===== src/hdl/pl1dm_pkg.sv =====
package pl1dm_pkg;

    localparam int MAX_PEOPLE_DEF   = 64;
    localparam int MAX_FEATURES_DEF = 16;
    localparam int RATING_BITS_DEF  = 8;

    localparam int FC_W   = 5;
    localparam int DIST_W = 12;

    localparam logic [FC_W-1:0]   FC_RESET = 5'd16;
    localparam logic [DIST_W-1:0] DIST_MAX = 12'hFFF;

    localparam logic OP_LOAD  = 1'b0;
    localparam logic OP_QUERY = 1'b1;

    typedef struct packed {
        logic       operation;
        logic [5:0] person;
        logic [3:0] feature;
        logic [7:0] rating;
        logic [5:0] partner;
    } in_req_t;

    typedef struct packed {
        logic [DIST_W-1:0] distance;
        logic              is_self;
    } out_rsp_t;

    // sequencer to accumulator controls
    typedef struct packed {
        logic clear;
        logic add;
        logic zero_a;
        logic zero_b;
    } accum_ctrl_t;

endpackage


===== src/hdl/pl1dm_accum.sv =====
module pl1dm_accum #(
    parameter int RATING_BITS = pl1dm_pkg::RATING_BITS_DEF
) (
    input  logic                          clk,
    input  logic                          rst_n,
    input  pl1dm_pkg::accum_ctrl_t        ctrl,
    input  logic [RATING_BITS-1:0]        a,
    input  logic [RATING_BITS-1:0]        b,
    output logic [pl1dm_pkg::DIST_W-1:0]  acc
);

    localparam int SUM_W =
        (RATING_BITS > pl1dm_pkg::DIST_W ? RATING_BITS : pl1dm_pkg::DIST_W) + 1;

    logic [pl1dm_pkg::DIST_W-1:0] acc_reg;
    logic [pl1dm_pkg::DIST_W-1:0] acc_next;
    logic [RATING_BITS-1:0]       a_in;
    logic [RATING_BITS-1:0]       b_in;
    logic [RATING_BITS-1:0]       diff;
    logic [SUM_W-1:0]             sum;

    always_comb
    begin
        // out-of-range people read as zero
        a_in = ctrl.zero_a ? '0 : a;
        b_in = ctrl.zero_b ? '0 : b;
        diff = (a_in >= b_in) ? (a_in - b_in) : (b_in - a_in);
        sum  = SUM_W'(acc_reg) + SUM_W'(diff);
        if (ctrl.clear)
        begin
            acc_next = '0;
        end
        else if (ctrl.add)
        begin
            acc_next = (sum > SUM_W'(pl1dm_pkg::DIST_MAX)) ? pl1dm_pkg::DIST_MAX
                                                           : pl1dm_pkg::DIST_W'(sum);
        end
        else
        begin
            acc_next = acc_reg;
        end
    end

    always_ff @(posedge clk or negedge rst_n)
    begin
        if (!rst_n)
        begin
            acc_reg <= '0;
        end
        else
        begin
            acc_reg <= acc_next;
        end
    end

    assign acc = acc_reg;

endmodule

===== config.mk =====
export PLATFORM = sky130hd
export DESIGN_NAME = pl1dm_accum
export DESIGN_NICKNAME = d
export VERILOG_FILES = /design/src/hdl/pl1dm_pkg.sv /design/src/hdl/pl1dm_accum.sv
export SDC_FILE = /design/constraint.sdc
export NUM_CORES = 1
export LEC_CHECK = 0
export ABC_AREA = 1
export ABC_CLOCK_PERIOD_IN_PS = 3100
export CAP_MARGIN = 0
export CORE_MARGIN = 4
export CORE_UTILIZATION = 65
export CTS_CLUSTER_SIZE = 12
export DETAILED_ROUTE_END_ITERATION = 10
export DONT_BUFFER_PORTS = 1
export GPL_TIMING_DRIVEN = 0
export HOLD_SLACK_MARGIN = 0.05
export PLACE_DENSITY_LB_ADDON = 0.08
export SYNTH_ARGS = -nofsm -noshare
export SYNTH_HDL_FRONTEND = slang
export SYNTH_SLANG_ARGS = --single-unit

===== constraint.sdc =====
create_clock -name clk -period 3.1 [get_ports clk]
set_input_delay 0.155 -clock clk [delete_from_list [all_inputs] [get_ports clk]]
set_output_delay 0.155 -clock clk [all_outputs]
set_load 0.005 [all_outputs]

==> results.py <==
metrics = {
    "yosys": {
        "ys_dominant_reg_cell": "dfrtp_1",
        "yosysTopAreaCell": "nand2_1",
        "postSynthAreaPerCell_um2": 6.00,
        "synth-xor-area-share": 0.0318,
        "synth_edf_count": 0,
        "synth_top_family_by_area": "simple AND/OR/NAND/NOR gates",
        "seq_area_frac_synth": 0.156,
        "synth_fp_nets": 370,
        "synthAdderAreaFrac": 0.187,
        "ys_ff_latch": 12,
        "synth_cells": 321,
        "synth-simple-area-share": 0.386,
        "yosys-top-cells-count": "nand2_1 (128), inv_1 (57), ha_1 (24), nand3_1 (17), nor2_1 (17)",
        "synth.distinct_cells": 31,
        "synth_compound_area_frac": 0.102,
        "yosys-top-cells-area": "nand2_1 (25%), dfrtp_1 (16%), ha_1 (16%), inv_1 (11%), nand3_1 (4.4%)",
        "synth.most_common_cell": "nand2_1",
        "ys.warnings.count": 0,
        "synth_top_area_frac": 0.250,
        "synth.area.mux_share": 0,
        "async_flop_share": 1.00,
        "netlist_area_um2": 1930,
    },
    "timing": {
        "period_share": 0.894,
        "worst-slew-pin-transition_ns": 0.537,
        "maxSlewHeadroom": 0.641,
        "rsz0062_at_grt": "false",
        "max_freq_ghz": 0.361,
        "drv_slew": 0,
        "period_minus_slack_ns": 2.77,
        "hold_violations": 0,
        "fin_setup_tns_ns": 0,
        "skew_ns": 0.00402,
        "setup_viol": 0,
    },
    "drt": {
        "wl_per_cell_um": 10.8,
        "antenna_left": 0,
        "detail_route.iter0.violations": 92,
        "wirelength_um": 3870,
        "drt_pass1_iterations": 4,
        "viasPerCell": 5.14,
        "vias": 1834,
        "drc": 0,
    },
    "layout": {
        "fin_cells": 357,
        "fillers": 279,
        "multi_input_area_um2": 1370,
        "drive_gt1_frac": 0.0767,
        "largest_register_ffs": 12,
        "syn_to_final_growth_pct": 4.68,
        "design_area_um2": 2020,
        "nNetsFinal": 377,
        "diodes": 0,
        "seq_area_um2": 300,
    },
    "grt": {
        "grt_usage": 0.217,
        "grt_pass1_wl_um": 7200,
        "grt_max_degree": 13,
        "gr-total-overflow": 0,
        "grt_pass1_vias": 1759,
        "antenna_found_initial": 0,
    },
    "floorplanning": {
        "die_x_um": 62.4,
        "die_area_um2": 3900,
        "rows": 19,
        "die_h_um": 62.4,
        "core_um2": 2810,
        "start_util": 0.686,
        "io_pins": 34,
    },
    "critical_path": {
        "cp-end-kind": "flop",
        "crit_buf_inv": 2,
        "worstSetupPathType": "input port to flop",
        "cp.arrival_ns": 2.94,
        "cp_cell_sequence": "inv_1 > nand2_1 > ha_1 > fa_1 > or2_1 > nand3_1 > nand2_1 > nand2_1 > nand2_1 > nand2_1 > nand2_1 > nand2_1 > inv_1 > ha_1 > nand2_1 > nor2_1 > nor2_1 > nand2_2 > nand3_4 > nand3_1 > nand2_1 > nand2_1",
        "worst-endpoint-required_ns": 3.27,
        "crit_family": "simple AND/OR/NAND/NOR gates",
        "cpPeakStageDelay_ns": 0.41,
        "cpMostUsedCell": "nand2_1",
        "cp_slowest_cell": "fa_1",
        "cp_max_fo": 10,
        "cp-start-kind": "input port",
    },
    "clock_network": {
        "clockRootBuffer": "clkbuf_4",
        "tritoncts": "yes",
        "path_clk_slew_ns": 0.07,
        "clk-insertion-delay-late_ns": 0.27,
        "h-tree-depth": 1,
        "cts.sinks": 12,
        "cts_made_buffers": 3,
        "ctsLongestPathBuffers": 2,
    },
    "placed_design": {
        "placed_area_um2": 1960,
        "dp_cells": 352,
        "io_buffers": 0,
        "hpwl_um": 3260,
        "place.gp.congestion": 0.907,
    },
    "power": {
        "static-leakage-power_nw": 1.28,
        "p_per_area_nw_per_um2": 561,
        "max-vdd-ir-drop_v": 0.000483,
    },
    "hold_path": {
        "min_path_type": "input port to flop",
    },
    "run": {
        "cap_violations": 0,
    },
    "outcome": {
        "status": "finished clean",
    },
}
## metrics by stage
step                      total power, mW  worst slack (ns)  utilization  hold slack [ns]
after floorplan                     0.889             0.325            -           -0.141
after global placement               1.00           -0.0461        0.700           -0.140
after detailed placement             1.02           -0.0653        0.700           -0.140
after CTS                            1.12             0.203        0.712           0.0576
after global routing                 1.29            0.0176        0.719           0.0785
final                                1.13             0.328        0.719           0.0576
## area by class of cell
class / instances / share of cell area
multi-input cells: 244 / 0.679
repair buffers: 2 / 0.00869
flip-flops and latches: 12 / 0.149
plain buffers: 6 / 0.0199
clock buffers: 3 / 0.0112
inverters: 59 / 0.113
well taps: 31 / 0.0192
## logic make-up (layout without fill, tap and decap cells)
logic type,after synthesis,in the layout
fa+ha+maj,27,27
compound gates,33,33
buf+inv,65,70
simple gates,177,177
xor+xnor,7,7
flops,12,12
## where the power goes
| group | switching [mW] | total (mW) | internal (mW) |
|---|---|---|---|
| sequential | 0.0569 | 0.261 | 0.204 |
| clock | 0.0521 | 0.0971 | 0.0450 |
| combinational | 0.466 | 0.772 | 0.306 |
## path summary, 6_finish.rpt
| path | startpoint | end | slack (ns) | depth (start not counted) |
|---|---|---|---|---|
| hold reg to reg | acc[7] | acc[7] | 0.54 | 2 |
| setup reg to reg | acc[0] | acc[5] | 1.10 | 12 |
| max in group asynchronous | rst_n | acc[11] | 2.45 | 1 |
| hold / removal | ctrl[2] | acc[7] | 0.06 | 3 |
| setup / recovery | ctrl[0] | acc[5] | 0.33 | 22 |
| min in group asynchronous | rst_n | acc[9] | 0.30 | 1 |
## tightest hold or removal path: stages
cell	delay, ns
nor2_1	0.04
nand2_1	0.06
nand2_1	0.04
## placed cells by master, fill, tap and decap left out, types with 2 or more instances in the layout
cell,count
nor2_1,17
nand3_1,17
xor2_1,3
or2_1,2
buf_4,3
o21ai_2,4
xnor2_1,4
a21oi_1,12
clkbuf_4,3
inv_1,56
dfrtp_1,12
buf_2,2
fa_1,3
nand2_1,128
o21ai_0,7
o21bai_1,3
a21oi_2,2
nand2_2,2
nand4_1,7
ha_1,24
o21ai_1,2
## metal layers
layer	track usage	wire length, um	vias up
li1	-	-	1002
met1	0.306	1970	782
met2	0.346	1710	48
met3	0.0468	184	2
met4	0.0331	7	0
met5	0	0	-
## repair_timing
action	CTS	global route
resized for setup	0	3
endpoints found under the hold margin	12	0
endpoints found under the setup margin	0	12
setup buffers	0	1
hold buffers	1	0
Power figures use the tool's default switching activity.
